**config.mk**
```make
export PLATFORM = sky130hd
export DESIGN_NAME = bmp32_to_framebuffer_writer_core
export DESIGN_NICKNAME = d
export VERILOG_FILES = /design/src/rtl/core/bmpfb_pkg.sv /design/src/rtl/core/bmpfb_decode.sv /design/src/rtl/core/bmpfb_outq.sv /design/src/rtl/core/bmp32_to_framebuffer_writer_core.sv
export SDC_FILE = /design/constraint.sdc
export NUM_CORES = 1
export LEC_CHECK = 0
export BUFFER_PORTS_ARGS = -buffer_cell sky130_fd_sc_hd__buf_2
export CORE_MARGIN = 2
export CORE_UTILIZATION = 58
export CTS_CLUSTER_DIAMETER = 60
export DETAILED_ROUTE_END_ITERATION = 8
export PLACE_DENSITY = 0.78
export SYNTH_ARGS = -nofsm -noshare
export SYNTH_HDL_FRONTEND = slang
export SYNTH_SLANG_ARGS = --single-unit
```
**constraint.sdc**
```tcl
create_clock -name clk -period 4.8 [get_ports clk]
set_clock_uncertainty 0.1 [all_clocks]
set_input_delay 0.48 -clock clk [delete_from_list [all_inputs] [get_ports clk]]
set_output_delay 0.48 -clock clk [all_outputs]
set_load 0.1 [all_outputs]
```
**src/rtl/core/bmpfb_pkg.sv**
```systemverilog
`timescale 1ns / 1ps
`default_nettype none
// ----------------------------------------------------------------------------
// bmpfb_pkg
// Shared types and constants for the 32-bit BMP to framebuffer writer.
// ----------------------------------------------------------------------------
package bmpfb_pkg;

  localparam int SCREEN_WIDTH  = 640;
  localparam int SCREEN_HEIGHT = 480;

  // signed width of screen positions: 32-bit image sizes plus sign and carry
  localparam int POS_W = 34;

  localparam logic [7:0]  SIG_LO     = 8'h42;
  localparam logic [7:0]  SIG_HI     = 8'h4D;
  localparam logic [31:0] OFS_START  = 32'h0000_000A;
  localparam logic [31:0] OFS_WIDTH  = 32'h0000_0012;
  localparam logic [31:0] OFS_HEIGHT = 32'h0000_0016;
  localparam logic [31:0] HEADER_END = 32'h0000_001A;

  localparam logic [1:0] STATUS_PIXEL   = 2'd0;
  localparam logic [1:0] STATUS_NOT_BMP = 2'd1;
  localparam logic [1:0] STATUS_SHORT   = 2'd2;

  localparam int CFG_IDX_W  = 2;
  localparam int CFG_DATA_W = 10;

  typedef enum logic [CFG_IDX_W-1:0] {
    REG_ORIGIN_X     = 2'd0,
    REG_ORIGIN_Y     = 2'd1,
    REG_CENTER_IMAGE = 2'd2
  } cfg_reg_t;

  typedef struct packed {
    logic [7:0] file_byte;
    logic       end_of_file;
  } in_item_t;

  typedef struct packed {
    logic [1:0]  status;
    logic [9:0]  pixel_x;
    logic [8:0]  pixel_y;
    logic [11:0] color;
    logic        write_enable;
    logic        final_pixel;
  } out_item_t;

  typedef struct packed {
    logic [9:0] origin_x;
    logic [8:0] origin_y;
    logic       center_image;
  } cfg_t;

  typedef struct packed {
    logic      valid;
    out_item_t item;
  } res_push_t;

endpackage
`default_nettype wire

```
**src/rtl/core/bmpfb_decode.sv**
```systemverilog
`timescale 1ns / 1ps
`default_nettype none
// ----------------------------------------------------------------------------
// bmpfb_decode
// Header capture, pixel assembly, placement and clipping, one byte a cycle while byte_fire is high.
// ----------------------------------------------------------------------------
module bmpfb_decode (
  input  wire logic                clk,
  input  wire logic                rst_n,
  input  wire logic                byte_fire,
  input  wire bmpfb_pkg::in_item_t byte_item,
  input  wire bmpfb_pkg::cfg_t     cfg,
  output bmpfb_pkg::res_push_t     push
);

  localparam int PW = bmpfb_pkg::POS_W;

  logic [31:0]   byte_offset_r, byte_offset_nxt;
  logic [31:0]   data_start_r, data_start_nxt;
  logic [31:0]   width_r, width_nxt;
  logic [31:0]   height_r, height_nxt;
  logic [31:0]   col_r, col_nxt;
  logic [31:0]   row_r, row_nxt;
  logic [31:0]   ydown_r, ydown_nxt;
  logic          top_down_r, top_down_nxt;
  logic          stopped_r, stopped_nxt;
  logic [1:0]    phase_r, phase_nxt;
  logic [7:0]    blue_r, blue_nxt;
  logic [7:0]    green_r, green_nxt;

  logic [31:0]   wm1_r;
  logic [PW-1:0] cen_ox_r, cen_oy_r;
  logic [PW-1:0] cen_dx, cen_dy;

  logic [PW-1:0] ox, oy, pos_x, pos_y;
  logic [31:0]   img_y;
  logic          on_screen, last_pix, row_end;

  logic [7:0]    b;
  logic          eof;
  logic [31:0]   off;
  logic          in_pix;

  assign b   = byte_item.file_byte;
  assign eof = byte_item.end_of_file;
  assign off = byte_offset_r;

  // centering offsets and width-1 follow the header registers
  assign cen_dx = PW'(bmpfb_pkg::SCREEN_WIDTH) - {{(PW-32){1'b0}}, width_r};
  assign cen_dy = PW'(bmpfb_pkg::SCREEN_HEIGHT) - {{(PW-32){1'b0}}, height_r};

  always_ff @(posedge clk) begin
    wm1_r    <= width_r - 32'd1;
    cen_ox_r <= {cen_dx[PW-1], cen_dx[PW-1:1]};
    cen_oy_r <= {cen_dy[PW-1], cen_dy[PW-1:1]};
  end

  // placement and clipping
  assign ox    = cfg.center_image ? cen_ox_r : {{(PW-10){1'b0}}, cfg.origin_x};
  assign oy    = cfg.center_image ? cen_oy_r : {{(PW-9){1'b0}}, cfg.origin_y};
  assign img_y = top_down_r ? row_r : ydown_r;
  assign pos_x = ox + {{(PW-32){1'b0}}, col_r};
  assign pos_y = oy + {{(PW-32){1'b0}}, img_y};

  assign on_screen = !pos_x[PW-1] && (pos_x[PW-2:0] < (PW-1)'(bmpfb_pkg::SCREEN_WIDTH)) &&
                     !pos_y[PW-1] && (pos_y[PW-2:0] < (PW-1)'(bmpfb_pkg::SCREEN_HEIGHT));
  assign row_end   = (col_r == wm1_r);
  assign last_pix  = row_end && (ydown_r == 32'd0);

  assign in_pix = (off >= bmpfb_pkg::HEADER_END) && (off >= data_start_r);

  always_comb begin
    byte_offset_nxt = byte_offset_r;
    data_start_nxt  = data_start_r;
    width_nxt       = width_r;
    height_nxt      = height_r;
    col_nxt         = col_r;
    row_nxt         = row_r;
    ydown_nxt       = ydown_r;
    top_down_nxt    = top_down_r;
    stopped_nxt     = stopped_r;
    phase_nxt       = phase_r;
    blue_nxt        = blue_r;
    green_nxt       = green_r;
    push            = '0;

    if (byte_fire) begin
      if (!stopped_r) begin
        if ((off == 32'd0 && b != bmpfb_pkg::SIG_LO) ||
            (off == 32'd1 && b != bmpfb_pkg::SIG_HI)) begin
          push.valid       = 1'b1;
          push.item.status = bmpfb_pkg::STATUS_NOT_BMP;
          stopped_nxt      = 1'b1;
        end else begin
          for (int k = 0; k < 4; k++) begin
            if (off == bmpfb_pkg::OFS_START + 32'(k)) begin
              data_start_nxt[8*k +: 8] = b;
            end
            if (off == bmpfb_pkg::OFS_WIDTH + 32'(k)) begin
              width_nxt[8*k +: 8] = b;
            end
            if (off == bmpfb_pkg::OFS_HEIGHT + 32'(k)) begin
              height_nxt[8*k +: 8] = b;
            end
          end
          // sign of the height selects row order
          if (off == bmpfb_pkg::OFS_HEIGHT + 32'd3) begin
            if (height_nxt[31]) begin
              top_down_nxt = 1'b1;
              ydown_nxt    = ~height_nxt;
              height_nxt   = 32'd0 - height_nxt;
            end else begin
              ydown_nxt = height_nxt - 32'd1;
            end
          end
          if (in_pix) begin
            if (width_r == 32'd0 || height_r == 32'd0) begin
              stopped_nxt = 1'b1;
            end else begin
              case (phase_r)
                2'd0: blue_nxt  = b;
                2'd1: green_nxt = b;
                2'd2: begin
                  push.valid             = 1'b1;
                  push.item.status       = bmpfb_pkg::STATUS_PIXEL;
                  push.item.pixel_x      = on_screen ? pos_x[9:0] : 10'd0;
                  push.item.pixel_y      = on_screen ? pos_y[8:0] : 9'd0;
                  push.item.color        = {blue_r[7:4], green_r[7:4], b[7:4]};
                  push.item.write_enable = on_screen;
                  push.item.final_pixel  = last_pix;
                  if (row_end) begin
                    col_nxt   = 32'd0;
                    row_nxt   = row_r + 32'd1;
                    ydown_nxt = ydown_r - 32'd1;
                  end else begin
                    col_nxt = col_r + 32'd1;
                  end
                  if (last_pix) begin
                    stopped_nxt = 1'b1;
                  end
                end
                default: ;
              endcase
              phase_nxt = phase_r + 2'd1;
            end
          end
        end
        if (off != '1) begin
          byte_offset_nxt = off + 32'd1;
        end
        if (eof && !stopped_nxt) begin
          push             = '0;
          push.valid       = 1'b1;
          push.item.status = bmpfb_pkg::STATUS_SHORT;
        end
      end
      if (eof) begin
        byte_offset_nxt = '0;
        data_start_nxt  = '0;
        width_nxt       = '0;
        height_nxt      = '0;
        col_nxt         = '0;
        row_nxt         = '0;
        ydown_nxt       = '0;
        top_down_nxt    = 1'b0;
        stopped_nxt     = 1'b0;
        phase_nxt       = '0;
        blue_nxt        = '0;
        green_nxt       = '0;
      end
    end
  end

  always_ff @(posedge clk) begin
    if (!rst_n) begin
      byte_offset_r <= '0;
      data_start_r  <= '0;
      width_r       <= '0;
      height_r      <= '0;
      col_r         <= '0;
      row_r         <= '0;
      ydown_r       <= '0;
      top_down_r    <= 1'b0;
      stopped_r     <= 1'b0;
      phase_r       <= '0;
      blue_r        <= '0;
      green_r       <= '0;
    end else begin
      byte_offset_r <= byte_offset_nxt;
      data_start_r  <= data_start_nxt;
      width_r       <= width_nxt;
      height_r      <= height_nxt;
      col_r         <= col_nxt;
      row_r         <= row_nxt;
      ydown_r       <= ydown_nxt;
      top_down_r    <= top_down_nxt;
      stopped_r     <= stopped_nxt;
      phase_r       <= phase_nxt;
      blue_r        <= blue_nxt;
      green_r       <= green_nxt;
    end
  end

  a_no_result_when_stopped: assert property (@(posedge clk) disable iff (!rst_n)
    stopped_r && !(byte_fire && eof) |-> !push.valid)
    else $error("result produced after decode stopped");

  a_write_only_for_pixels: assert property (@(posedge clk) disable iff (!rst_n)
    push.valid && push.item.write_enable |-> push.item.status == bmpfb_pkg::STATUS_PIXEL)
    else $error("write enable on a status result");

  a_column_in_range: assert property (@(posedge clk) disable iff (!rst_n)
    !stopped_r && width_r != 32'd0 && col_r != 32'd0 |-> col_r < width_r)
    else $error("column counter beyond image width");

endmodule
`default_nettype wire

```
**src/rtl/core/bmpfb_outq.sv**
```systemverilog
`timescale 1ns / 1ps
`default_nettype none
// ----------------------------------------------------------------------------
// bmpfb_outq
// Result register with a skid stage so bytes keep flowing during a stall until the skid fills.
// ----------------------------------------------------------------------------
module bmpfb_outq (
  input  wire logic                 clk,
  input  wire logic                 rst_n,
  input  wire bmpfb_pkg::res_push_t push,
  output logic                      can_accept,
  output logic                      out_valid,
  input  wire logic                 out_ready,
  output bmpfb_pkg::out_item_t      out_item
);

  logic                 main_valid_r, main_valid_nxt;
  logic                 skid_valid_r, skid_valid_nxt;
  bmpfb_pkg::out_item_t main_r, main_nxt;
  bmpfb_pkg::out_item_t skid_r, skid_nxt;
  logic                 pop;

  assign pop        = main_valid_r && out_ready;
  assign can_accept = !skid_valid_r;
  assign out_valid  = main_valid_r;
  assign out_item   = main_r;

  always_comb begin
    main_valid_nxt = main_valid_r;
    skid_valid_nxt = skid_valid_r;
    main_nxt       = main_r;
    skid_nxt       = skid_r;
    if (skid_valid_r) begin
      if (pop) begin
        main_nxt       = skid_r;
        skid_valid_nxt = 1'b0;
      end
    end else if (push.valid) begin
      if (!main_valid_r || pop) begin
        main_nxt       = push.item;
        main_valid_nxt = 1'b1;
      end else begin
        skid_nxt       = push.item;
        skid_valid_nxt = 1'b1;
      end
    end else if (pop) begin
      main_valid_nxt = 1'b0;
    end
  end

  always_ff @(posedge clk) begin
    if (!rst_n) begin
      main_valid_r <= 1'b0;
      skid_valid_r <= 1'b0;
    end else begin
      main_valid_r <= main_valid_nxt;
      skid_valid_r <= skid_valid_nxt;
    end
  end

  always_ff @(posedge clk) begin
    main_r <= main_nxt;
    skid_r <= skid_nxt;
  end

  a_skid_behind_main: assert property (@(posedge clk) disable iff (!rst_n)
    skid_valid_r |-> main_valid_r)
    else $error("skid holds a result while the output register is empty");

  a_no_overflow: assert property (@(posedge clk) disable iff (!rst_n)
    push.valid |-> !skid_valid_r)
    else $error("result pushed into a full queue");

  a_skid_drains: assert property (@(posedge clk) disable iff (!rst_n)
    skid_valid_r && pop |=> !skid_valid_r && main_valid_r)
    else $error("skid did not move into the output register");

endmodule
`default_nettype wire

```
**src/rtl/core/bmp32_to_framebuffer_writer_core.sv**
```systemverilog
`timescale 1ns / 1ps
`default_nettype none
// ----------------------------------------------------------------------------
// bmp32_to_framebuffer_writer_core
// Streams a 32-bit BMP file a byte at a time and emits placed, clipped
// 12-bit pixels for a framebuffer.
//
//   channel  direction  handshake              payload
//   in_      input      in_valid / in_ready    in_item  (file byte, end of file)
//   out_     output     out_valid / out_ready  out_item (status, x, y, color, flags)
//   cfg_     input      cfg_write_en           cfg_index, cfg_data
//
// one byte per cycle while in_ready is high; a result is formed combinationally
// from its byte and the header and counter registers and held in the output queue
// a two-entry output queue lets bytes keep arriving while a result waits;
// in_ready drops only when both entries are full
// synchronous active-low reset clears the decoder, queue and registers
// ----------------------------------------------------------------------------
module bmp32_to_framebuffer_writer_core (
  input  wire logic                                clk,
  input  wire logic                                rst_n,
  input  wire logic                                in_valid,
  output logic                                     in_ready,
  input  wire bmpfb_pkg::in_item_t                 in_item,
  output logic                                     out_valid,
  input  wire logic                                out_ready,
  output bmpfb_pkg::out_item_t                     out_item,
  input  wire logic                                cfg_write_en,
  input  wire logic [bmpfb_pkg::CFG_IDX_W-1:0]     cfg_index,
  input  wire logic [bmpfb_pkg::CFG_DATA_W-1:0]    cfg_data
);

  bmpfb_pkg::cfg_t      cfg_r, cfg_nxt;
  bmpfb_pkg::res_push_t push;
  logic                 byte_fire;

  assign byte_fire = in_valid && in_ready;

  always_comb begin
    cfg_nxt = cfg_r;
    if (cfg_write_en) begin
      unique case (bmpfb_pkg::cfg_reg_t'(cfg_index))
        bmpfb_pkg::REG_ORIGIN_X:     cfg_nxt.origin_x     = cfg_data[9:0];
        bmpfb_pkg::REG_ORIGIN_Y:     cfg_nxt.origin_y     = cfg_data[8:0];
        bmpfb_pkg::REG_CENTER_IMAGE: cfg_nxt.center_image = cfg_data[0];
        default: ;
      endcase
    end
  end

  always_ff @(posedge clk) begin
    if (!rst_n) begin
      cfg_r <= '0;
    end else begin
      cfg_r <= cfg_nxt;
    end
  end

  bmpfb_decode u_decode (
    .clk       (clk),
    .rst_n     (rst_n),
    .byte_fire (byte_fire),
    .byte_item (in_item),
    .cfg       (cfg_r),
    .push      (push)
  );

  bmpfb_outq u_outq (
    .clk        (clk),
    .rst_n      (rst_n),
    .push       (push),
    .can_accept (in_ready),
    .out_valid  (out_valid),
    .out_ready  (out_ready),
    .out_item   (out_item)
  );

endmodule
`default_nettype wire
```
==> impl_results.md <==
- Status: completed
- Syn-to-layout area delta: 10.7%
- Drt wl/cell: ~23 um
- Root Buffer: clkbuf_16
- Core area: 44400 um2
- Final Cycle Share: 95.6%
- Crit path max-delay cell type: a2111oi_1
- Logic pwr share: 7.9%
- Required @ worst endpoint: approximately 5.1 ns
- Register area share after synthesis: between 30% and 40%
- Final Power: about 0.0080 W
- Synth Cell Area: roughly 26000 um2
- Post-synth EDFFs: 70
- Synth top area share: roughly 27%
- Worst vdd ir: around 0.31 mV
- Net Sw Power: 0.00212 W
- Synthesis Warnings: 0
- CTS H-tree lvls: 2
- IO Port Bufs: 62
- RSZ-0062 raised after global routing: false
- Worst Max-Slew Pin Slew: 1.15 ns
- IO Pins: between 60 and 70
- Vias: 25157
- Hold WS: roughly 0.091 ns
- Cts bufs inserted: between 40 and 50
- Vias per std cell: approximately 6.5
- Row cnt: 77
- Die extent in y: 217 um
- Post-synthesis register bit count: 424
- Drt first pass iters: 6
- Antenna-violating nets left: 0
- Syn avg cell area: ~8 um2
- Leading area contributor after synthesis: dfxtp_1
- Max incr delay on CP: ~0.53 ns
- DRC: 0
- Final nets: around 3400
- Critical R2R Launch: u_decode.top_down_r
- WL final: approximately 91000 um
- HP Start: cfg_data[9]
- Share of layout cells above drive strength 1: a little over a tenth
- Tmin final: approximately 4.6 ns
- Starting Density: about three fifths
- Placed cell area: 27400 um2
- Max_cap viols: 0
- CTS Buffer Depth: 3
- Largest net degree at the start of global routing: 65
- Fmax: about 220 MHz
- Final-layout fill cell count: 3815
- Max Slew Vio Count: 0
- Initial antenna violation count: 7
- Syn_nets: 3370
- Placer Congestion: approximately 1.1
- Kind of critical path: reg -> reg
- Post-synth cell types: between 80 and 90
- Seq pwr share: between 40% and 50%
- CP startpoint: u_decode.top_down_r
- Setup tns final: 0 ns
- Vias in the first global route: around 24000
- Die area: between 40000 and 50000 um2
- Power share of the clock group: between 40% and 50%
- Crit-path cells: buf_4, buf_4, mux2_2, ha_1, a21oi_1, o21a_1, o211ai_1, or3_1, a2111oi_1, nand4_1, or2_1, or3_1, nor3_1
- Cell count after synthesis: 3231
- Static Leakage: between 10 and 15 nW
- WP data arrival: a little under 5 ns
- Clock transition at path regs: about 0.07 ns
- Synth area leaders: dfxtp_1, edfxtp_1, nor2_1, ha_1, xnor2_1
- CP Launch Type: flop
- Final Hold Fails: 0
- P_int: 0.00587 W
- Later-pin clock latency in the skew report: about 0.61 ns
- First-pass GRT wire length: 139000 um
- Total GRT Usage: a little under two fifths
- Slew Limit Headroom: 23.0%
- Chip width: 217 um
- Final std cells w/o fill: 3891
- Power density cells: 275 nW/um2
- Post-synth top flop: dfxtp_1
- Switching part of the total: approximately a quarter
- CTS tree: yes
- Finished Cell Area: around 29000 um2
- Worst min path class: in -> reg
- CP max FO: 10
- Final setup fails: 0
- GRT overflow: 0
- Asr flop ratio synth: 0%
- Number of clock sinks: 424
- Inst Count DP: 3800
- Initial DRC Count: around 3500
- Worst Setup End Kind: flop
- Hpwl dp: a little under 70000 um
power groups by stage:
| stage | combinational (W) | clock (W) | sequential [W] |
|---|---|---|---|
| after floorplan | 0.000227 | 0 | 0.00397 |
| after global placement | 0.000611 | 0 | 0.00376 |
| after detailed placement | 0.000618 | 0 | 0.00376 |
| after CTS | 0.000620 | 0.00370 | 0.00368 |
| after global routing | 0.000654 | 0.00383 | 0.00368 |
| final | 0.000632 | 0.00367 | 0.00368 |
synth_stat cells, types with 7 or more instances:
master	number
nand2_1	262
buf_1	13
edfxtp_1	70
nor2b_1	22
or2_2	12
o31ai_1	19
or4_1	15
and3_1	49
nor3_1	113
inv_1	83
and2_1	79
o211ai_1	16
o2bb2ai_1	7
o21a_1	28
nand3_1	99
a21boi_0	8
and4_1	14
xor2_1	131
a31oi_1	87
o21ai_0	165
a211oi_1	27
ha_1	111
mux2_2	57
nor3b_1	7
a22oi_1	13
mux2i_1	55
or3_1	45
o22ai_1	11
o21bai_1	7
xnor2_1	138
buf_2	12
nor4_1	47
dfxtp_1	354
nand4_1	88
nand3b_1	10
clkbuf_1	161
a32oi_1	16
a21oi_1	173
nor2_1	441
a2111oi_0	7
a21o_1	38
nand2b_1	14
placed cells by master, fill, tap and decap left out, types with 103 or more instances in the layout:
cell type / instances
a21oi_1: 172
buf_4: 103
dfxtp_1: 351
ha_1: 111
nand2_1: 260
nor2_1: 441
nor3_1: 110
o21ai_0: 165
xnor2_1: 138
xor2_1: 130
critical path, delay by kind of cell, from the launching register on:
family          cells  cell delay, ns
simple gates        5            1.52
flops               1            0.48
compound gates      4            1.17
mux                 1            0.33
fa+ha+maj           1            0.42
buf+inv             2            0.40
cells by family after synthesis:
kind of cell | share of synthesized area (%)
multiplexers | 4.61
buffers and inverters | 3.99
flip-flops | 35.0
AO/OA/AOI/OAI | 16.8
adder cells (fa/ha/maj) | 5.45
XOR/XNOR | 8.99
AND/OR/NAND/NOR | 25.1
path summary, 6_finish.rpt:
kind                       endpoint  cells past startpoint  slack [ns]
setup reg to reg  u_outq.skid_r[25]                     13        0.21
hold / removal            cfg_r[19]                      3        0.09
hold reg to reg   u_decode.wm1_r[0]                      1        0.37
setup / recovery  u_outq.skid_r[25]                     13        0.21
final cells by class:
class                   instances  area (um2)  area share, %
inverters                      84         318           1.09
diodes                          2        5.00         0.0172
flip-flops and latches        424        9200           31.7
clock inverters                27         313           1.08
multi-input cells            2535       16100           55.4
clock buffers                  59        1250           4.31
repair buffers                168        1130           3.91
well taps                     592         741           2.55
through the flow:
stage / setup WS (ns) / utilization [%]
finish: 0.212 / 65.4
global route: 0.00292 / 65.4
CTS: 0.0325 / 65.2
detailed placement: 0.0225 / 61.7
global placement: 0.120 / 61.7
floorplan: 0.137 / -
metal layers:
metal | up-vias | routed length, um | global-route usage (%)
li1 | 11680 | - | -
met1 | 11865 | 37100 | 50.5
met2 | 1357 | 40400 | 60.4
met3 | 253 | 9480 | 6.79
met4 | 2 | 4290 | 16.7
met5 | - | 9 | 0
what timing repair did:
item,4_1_cts,5_1_grt
setup endpoints to repair,9,40
hold buffers,0,0
buffers inserted,1,2
pin swaps,1,2
resized for setup,1,14
No activity file was read; power rests on OpenSTA's default activity.
